## config.mk

```make
export PLATFORM = sky130hd
export DESIGN_NAME = joypad_decode_autorepeat_core
export DESIGN_NICKNAME = d
export VERILOG_FILES = /design/src/hdl/jda_pkg.sv /design/src/hdl/joypad_decode_autorepeat_core.sv
export VERILOG_INCLUDE_DIRS = /design/src /design/src/hdl
export SDC_FILE = /design/constraint.sdc
export NUM_CORES = 1
export LEC_CHECK = 0
export BUFFER_PORTS_ARGS = -buffer_cell sky130_fd_sc_hd__buf_2
export CORE_MARGIN = 2
export CORE_UTILIZATION = 50
export CTS_CLUSTER_DIAMETER = 200
export DETAILED_ROUTE_END_ITERATION = 10
export PLACE_DENSITY = 0.7
export SYNTH_ARGS = -nofsm -noshare
export SYNTH_HDL_FRONTEND = slang
export SYNTH_SLANG_ARGS = --single-unit
```

## constraint.sdc

```tcl
create_clock -name clk -period 5.6 [get_ports clk]
set_input_delay 1.4 -clock clk [delete_from_list [all_inputs] [get_ports clk]]
set_output_delay 1.4 -clock clk [all_outputs]
set_load 0.02 [all_outputs]
```

## src/hdl/joypad_decode_autorepeat_core_assert.svh

```systemverilog
// ---------------------------------------------------------------------------
// joypad decode autorepeat assertion macros
// shared property forms for the core checks
// ---------------------------------------------------------------------------
`ifndef JOYPAD_DECODE_AUTOREPEAT_CORE_ASSERT_SVH
`define JOYPAD_DECODE_AUTOREPEAT_CORE_ASSERT_SVH

// same-cycle implication, disabled during reset
`define JDA_ASSERT_SAME(label, ante, cons) \
    label: assert property (@(posedge clk) disable iff (!rst_n) (ante) |-> (cons)) \
        else $error("jda check failed: same-cycle implication");

// next-cycle implication, disabled during reset
`define JDA_ASSERT_NEXT(label, ante, cons) \
    label: assert property (@(posedge clk) disable iff (!rst_n) (ante) |=> (cons)) \
        else $error("jda check failed: next-cycle implication");

`endif

```

## src/hdl/jda_pkg.sv

```systemverilog
// ---------------------------------------------------------------------------
// jda_pkg
// types, codes and constants of the joypad decoder with autorepeat
// ---------------------------------------------------------------------------
`default_nettype none

package jda_pkg;

    localparam int KEY_W   = 3;
    localparam int KIND_W  = 2;
    localparam int PAD_W   = 5;
    localparam int CNT_W   = 16;

    localparam logic [KEY_W-1:0] KC_NONE  = 3'd0;
    localparam logic [KEY_W-1:0] KC_LEFT  = 3'd1;
    localparam logic [KEY_W-1:0] KC_RIGHT = 3'd2;
    localparam logic [KEY_W-1:0] KC_UP    = 3'd3;
    localparam logic [KEY_W-1:0] KC_DOWN  = 3'd4;
    localparam logic [KEY_W-1:0] KC_ENTER = 3'd5;

    localparam logic [KIND_W-1:0] KIND_RELEASE = 2'd0;
    localparam logic [KIND_W-1:0] KIND_PRESS   = 2'd1;
    localparam logic [KIND_W-1:0] KIND_REPEAT  = 2'd2;

    localparam logic FUNC_SAMPLE = 1'b0;
    localparam logic FUNC_TICK   = 1'b1;

    localparam logic REG_DELAY  = 1'b0;
    localparam logic REG_PERIOD = 1'b1;

    localparam logic [3:0] DIAG_NONE  = 4'h0;
    localparam logic [3:0] DIAG_LEFT  = 4'h5;
    localparam logic [3:0] DIAG_RIGHT = 4'hA;
    localparam logic [3:0] DIAG_UP    = 4'h9;
    localparam logic [3:0] DIAG_DOWN  = 4'h6;

    localparam logic [CNT_W-1:0] RESET_DELAY  = 16'd250;
    localparam logic [CNT_W-1:0] RESET_PERIOD = 16'd100;

    localparam int FIFO_DEPTH = 4;
    localparam int PTR_W      = $clog2(FIFO_DEPTH);
    localparam int FCNT_W     = $clog2(FIFO_DEPTH + 1);

    typedef struct packed {
        logic              last;
        logic [KIND_W-1:0] kind;
        logic [KEY_W-1:0]  key;
    } event_t;

    function automatic logic [CNT_W-1:0] load_value(input logic [CNT_W-1:0] ticks);
        return (ticks == '0) ? CNT_W'(1) : ticks;
    endfunction

    function automatic logic [KEY_W-1:0] decode_pad(input logic [PAD_W-1:0] pad);
        logic [PAD_W-1:0] pressed;
        logic [KEY_W-1:0] key;
        pressed = ~pad;
        unique case (pressed[3:0])
            DIAG_LEFT:  key = KC_LEFT;
            DIAG_RIGHT: key = KC_RIGHT;
            DIAG_UP:    key = KC_UP;
            DIAG_DOWN:  key = KC_DOWN;
            DIAG_NONE:  key = pressed[4] ? KC_ENTER : KC_NONE;
            default:    key = KC_NONE;
        endcase
        return key;
    endfunction

endpackage

`default_nettype wire

```

## src/hdl/joypad_decode_autorepeat_core.sv

```systemverilog
// ---------------------------------------------------------------------------
// joypad_decode_autorepeat_core
// joypad contact decoder with key press, release and autorepeat events
// ---------------------------------------------------------------------------
// usage:
//   s_* carries input beats: s_tuser is the kind (0 pad sample, 1 ms tick),
//   s_tdata[4:0] the active-low contacts. m_* carries key events, with
//   m_tlast on the final event caused by one input beat.
//   cfg_* writes repeat_delay (index 0) or repeat_period (index 1);
//   cfg_ready is always high, write only while the block is idle.
// latency and throughput:
//   an input beat updates the key state in the cycle it is accepted and
//   its events are in the output queue the next cycle, which drives
//   m_tvalid high. one input beat per cycle is accepted while the
//   four-entry output queue has room for two events; a beat that
//   yields two events needs two output transfers, so that mix is bounded
//   by the one-event-per-cycle output port.
// reset:
//   rst_n clears held key, repeat state and the queue, and loads delay 250
//   and period 100. a stalled receiver lets the queue fill until fewer than
//   two entries are free, and then s_tready drops until entries drain.
// ---------------------------------------------------------------------------
`default_nettype none

module joypad_decode_autorepeat_core (
    input  wire logic        clk,
    input  wire logic        rst_n,
    input  wire logic        s_tvalid,
    output logic             s_tready,
    input  wire logic [7:0]  s_tdata,     // [4:0] pad_bits, [7:5] zero
    input  wire logic        s_tuser,     // [0] func
    output logic             m_tvalid,
    input  wire logic        m_tready,
    output logic [7:0]       m_tdata,     // [2:0] event_key, [4:3] event_kind, [7:5] zero
    output logic             m_tlast,
    input  wire logic        cfg_valid,
    output logic             cfg_ready,
    input  wire logic        cfg_index,
    input  wire logic [15:0] cfg_data
);

    logic [jda_pkg::CNT_W-1:0] repeat_delay_reg;
    logic [jda_pkg::CNT_W-1:0] repeat_period_reg;
    logic [jda_pkg::KEY_W-1:0] held_key_reg, held_key_next;
    logic                      repeat_armed_reg, repeat_armed_next;
    logic [jda_pkg::CNT_W-1:0] repeat_count_reg, repeat_count_next;

    jda_pkg::event_t           fifo_reg [jda_pkg::FIFO_DEPTH];
    logic [jda_pkg::PTR_W-1:0]  wr_ptr_reg, wr_ptr_next;
    logic [jda_pkg::PTR_W-1:0]  rd_ptr_reg, rd_ptr_next;
    logic [jda_pkg::FCNT_W-1:0] fifo_count_reg, fifo_count_next;

    logic                      in_fire;
    logic                      out_fire;
    logic [jda_pkg::KEY_W-1:0] dec_key;
    logic [jda_pkg::CNT_W-1:0] cnt_dec;
    jda_pkg::event_t           ev_a;
    jda_pkg::event_t           ev_b;
    logic [1:0]                ev_n;

    assign in_fire   = s_tvalid && s_tready;
    assign out_fire  = m_tvalid && m_tready;
    assign s_tready  = fifo_count_reg <= jda_pkg::FCNT_W'(jda_pkg::FIFO_DEPTH - 2);
    assign cfg_ready = 1'b1;
    assign dec_key   = jda_pkg::decode_pad(s_tdata[jda_pkg::PAD_W-1:0]);
    assign cnt_dec   = repeat_count_reg - jda_pkg::CNT_W'(1);

    // event generation and key state update
    always_comb
    begin
        held_key_next     = held_key_reg;
        repeat_armed_next = repeat_armed_reg;
        repeat_count_next = repeat_count_reg;
        ev_a              = '{last: 1'b1, kind: jda_pkg::KIND_RELEASE, key: held_key_reg};
        ev_b              = '{last: 1'b1, kind: jda_pkg::KIND_PRESS, key: dec_key};
        ev_n              = 2'd0;
        if (in_fire)
        begin
            if (s_tuser == jda_pkg::FUNC_TICK)
            begin
                if (repeat_armed_reg)
                begin
                    if (cnt_dec == '0)
                    begin
                        ev_a.kind         = jda_pkg::KIND_REPEAT;
                        ev_n              = 2'd1;
                        repeat_count_next = jda_pkg::load_value(repeat_period_reg);
                    end
                    else
                    begin
                        repeat_count_next = cnt_dec;
                    end
                end
            end
            else if (dec_key != held_key_reg)
            begin
                repeat_armed_next = 1'b0;
                held_key_next     = dec_key;
                if (held_key_reg != jda_pkg::KC_NONE)
                begin
                    ev_n      = 2'd1;
                    ev_a.last = (dec_key == jda_pkg::KC_NONE);
                end
                if (dec_key != jda_pkg::KC_NONE)
                begin
                    if (held_key_reg != jda_pkg::KC_NONE)
                    begin
                        ev_n = 2'd2;
                    end
                    else
                    begin
                        ev_a = ev_b;
                        ev_n = 2'd1;
                    end
                    if (dec_key != jda_pkg::KC_ENTER)
                    begin
                        repeat_armed_next = 1'b1;
                        repeat_count_next = jda_pkg::load_value(repeat_delay_reg);
                    end
                end
            end
        end
    end

    // output queue pointers
    always_comb
    begin
        wr_ptr_next     = wr_ptr_reg + jda_pkg::PTR_W'(ev_n);
        rd_ptr_next     = rd_ptr_reg + jda_pkg::PTR_W'(out_fire);
        fifo_count_next = fifo_count_reg + jda_pkg::FCNT_W'(ev_n)
                          - jda_pkg::FCNT_W'(out_fire);
    end

    always_ff @(posedge clk or negedge rst_n)
    begin
        if (!rst_n)
        begin
            repeat_delay_reg  <= jda_pkg::RESET_DELAY;
            repeat_period_reg <= jda_pkg::RESET_PERIOD;
            held_key_reg      <= jda_pkg::KC_NONE;
            repeat_armed_reg  <= 1'b0;
            repeat_count_reg  <= '0;
            wr_ptr_reg        <= '0;
            rd_ptr_reg        <= '0;
            fifo_count_reg    <= '0;
        end
        else
        begin
            if (cfg_valid && cfg_ready)
            begin
                if (cfg_index == jda_pkg::REG_DELAY)
                begin
                    repeat_delay_reg <= cfg_data;
                end
                else
                begin
                    repeat_period_reg <= cfg_data;
                end
            end
            held_key_reg     <= held_key_next;
            repeat_armed_reg <= repeat_armed_next;
            repeat_count_reg <= repeat_count_next;
            wr_ptr_reg       <= wr_ptr_next;
            rd_ptr_reg       <= rd_ptr_next;
            fifo_count_reg   <= fifo_count_next;
        end
    end

    // queue storage
    always_ff @(posedge clk)
    begin
        if (ev_n != 2'd0)
        begin
            fifo_reg[wr_ptr_reg] <= ev_a;
        end
        if (ev_n == 2'd2)
        begin
            fifo_reg[wr_ptr_reg + jda_pkg::PTR_W'(1)] <= ev_b;
        end
    end

    assign m_tvalid = fifo_count_reg != '0;
    assign m_tdata  = {3'b000, fifo_reg[rd_ptr_reg].kind, fifo_reg[rd_ptr_reg].key};
    assign m_tlast  = fifo_reg[rd_ptr_reg].last;

`include "joypad_decode_autorepeat_core_assert.svh"

    `JDA_ASSERT_SAME(a_fifo_bound, 1'b1, fifo_count_reg <= jda_pkg::FCNT_W'(jda_pkg::FIFO_DEPTH))
    `JDA_ASSERT_SAME(a_armed_key, repeat_armed_reg, (held_key_reg != jda_pkg::KC_NONE) && (held_key_reg != jda_pkg::KC_ENTER))
    `JDA_ASSERT_SAME(a_armed_count, repeat_armed_reg, repeat_count_reg != '0)
    `JDA_ASSERT_NEXT(a_pair_queued, ev_n == 2'd2, fifo_count_reg >= jda_pkg::FCNT_W'(2))

endmodule

`default_nettype wire

```

==> impl_metrics.tcl <==
set metrics [dict create \
    wl_per_cell_um 17.6 \
    seq_area_frac_synth_pct 44.3 \
    mostFrequentLayoutCells "50 x dfrtp_1, 36 x mux2_2, 35 x buf_2" \
    multi_input_area_sq_um 2420 \
    setup_viol 0 \
    regArea_sq_um 2090 \
    antenna_left 0 \
    place_congestion 0.868 \
    path_delay_family "compound AO/OA/AOI/OAI gates" \
    cts_setup_buffers 0 \
    start_util_pct 51.3 \
    critPathMaxFanout 8 \
    netlist.area_leader.share_pct 26.5 \
    cts_resized 0 \
    area_delta_synth_final_pct 8.41 \
    crit_path_start_kind "primary input" \
    die_width_um 101 \
    hp-class "reg -> reg" \
    path_class "in -> reg" \
    cp_slowest_stage_delay_ns 0.58 \
    synthCells 460 \
    min_period_ns 4.08 \
    path_cells "buf_2 > or2_1 > a21oi_2 > xnor2_1 > a311oi_1 > buf_4 > a21boi_1 > o21ai_2 > o21ai_0" \
    wl_um 10500 \
    postCtsHoldBufs 0 \
    antenna_found_initial 0 \
    clock_latency_ns 0.36 \
    io_pins 43 \
    dp_hpwl_um 7650 \
    setup_tns_ns 0 \
    skew_ns 0.0123 \
    vdd_drop_max_v 0.000206 \
    grt.total_usage_pct 22.0 \
    layout.nets 524 \
    rows 35 \
    max_freq_mhz 245 \
    timing.final.crit_share_pct 72.8 \
    arrival_ns 4.07 \
    drive_above_1_share_pct 25.8 \
    grt_pass1_vias 3701 \
    largest_reg_flops 24 \
    rsz0062_at_grt "false" \
    synth_top_area_cell "dfrtp_1" \
    end_kind "flip-flop" \
    cts_root_buffer "clkbuf_8" \
    via_count 3674 \
    dp.cells 583 \
    cts_buffers 9 \
    synth_area_leaders "dfrtp_1 27%, mux2_2 8.6%, edfxtp_1 7.6%, dfxtp_1 5.1%, dfstp_2 5.0%" \
    port_buffers 35 \
    status "finished clean" \
    drc 0 \
    fp.dieH_um 101 \
    syn_avg_cell_area_sq_um 10.3 \
    clk_pin_slew_ns 0.09 \
    netlist_area_sq_um 4720 \
    ys.flop_type "dfrtp_1" \
    fillers 819 \
    antenna_cells 0 \
    grt_overflow 0 \
    drv_slew 0 \
    yosys.cell_types.count 75 \
    power.total_mw 2.22 \
    final_common_cell "dfrtp_1" \
    coreArea_sq_um 9200 \
    cap_violations 0 \
    path_buf_inv 2 \
    crit_slowest_cell "a21boi_1" \
    cellLeakagePower_nw 2.03 \
    required_ns 5.60 \
    ys_ff_latch 83 \
    ys.warnings.count 0 \
    dieArea_sq_um 10200 \
    cts_tree "done" \
    drt_iter0_markers 200 \
    avgViaCountPerCell 6.13 \
    finalNonFillerCells 599 \
    grt_max_degree 60 \
    cts.sinks 83 \
    dr.pass1.iters 5 \
    async_flop_share_pct 71.1 \
    worst_pin_slew_ns 0.746 \
    powerDensity_nw_per_um2 434 \
    grt_pass1_wl_um 17900 \
    cts_buffer_depth 2 \
    slew_headroom_pct 50.3 \
    hold_viol 0 \
    htreeDepth 3 \
    synth_edf_count 12 \
]
## where the power goes
part           internal, mW  switching [mW]
Sequential            0.746           0.202
Combinational         0.372           0.464
Clock                 0.208           0.225
## worst reg2reg max path, cell delays in order, from the launching register on
cell and delay [ns]:
dfrtp_1 0.50, inv_1 0.12, ha_1 0.39, nand2b_1 0.19
o31a_1 0.30, nor3_2 0.15, a21bo_2 0.28, nor3_4 0.47
nor2_1 0.14, ha_1 0.30, inv_1 0.04, ha_1 0.18
fa_1 0.38, xnor2_1 0.14
## kinds of logic after synthesis
logic type / after synthesis / share of synthesized area (%)
buf+inv: 46 / 4.62
simple gates: 139 / 16.5
compound gates: 123 / 17.3
flops: 83 / 44.3
other cells: 2 / 0.159
fa+ha+maj: 10 / 2.81
xor+xnor: 10 / 1.86
mux: 47 / 12.5
## metal layers
metal	part of all wire [%]	up-vias	track usage [%]
met5	0	-	0
met4	2.1	0	7.69
met3	4.3	17	4.00
met2	50	104	37.6
met1	43	1791	28.1
li1	-	1762	-
## area by class of cell
type | instances | share of cell area (%)
timing repair buffer | 40 | 4.16
tap | 111 | 2.72
multi-input combinational | 333 | 47.4
sequential | 83 | 40.8
inverter | 16 | 1.17
clock inverter | 5 | 1.17
clock buffer | 11 | 2.57
## worst paths after layout
kind,start,cells past startpoint,slack [ns],to
max reg2reg,repeat_count_reg[0]$_DFFE_PN0P_,13,1.93,fifo_count_reg[2]$_DFF_PN0_
min,fifo_reg[3][4]$_SDFFE_PP0N_,2,0.50,fifo_reg[3][4]$_SDFFE_PP0N_
min reg2reg,fifo_reg[3][4]$_SDFFE_PP0N_,2,0.50,fifo_reg[3][4]$_SDFFE_PP0N_
max,s_tdata[1],9,1.52,fifo_reg[2][0]$_DFFE_PP_
max in group asynchronous,rst_n,2,3.92,repeat_count_reg[15]$_DFFE_PN0P_
min in group asynchronous,rst_n,2,1.18,repeat_period_reg[1]$_DFFE_PN0P_
## stage by stage
step                instance area, sq um  hold slack (ns)  worst slack, ns  util (%)
floorplan                           4720            0.442             1.69         -
global placement                    4920            0.475             1.23      53.5
detailed placement                  4920            0.480             1.19      53.5
CTS                                 5110            0.504             1.56      55.6
global route                        5110            0.532             1.27      55.6
finish                              5110            0.499             1.52      55.6
## cells in the mapped netlist, types with 9 or more instances
master	instances
a21oi_1	33
clkbuf_1	19
dfrtp_1	50
dfstp_2	9
dfxtp_1	12
edfxtp_1	12
ha_1	9
inv_1	16
mux2_2	36
nand2_1	29
nor2_1	30
nor3_1	13
nor4_1	9
o21ai_0	23
o22ai_1	12
(Power assumes the default switching activity.)
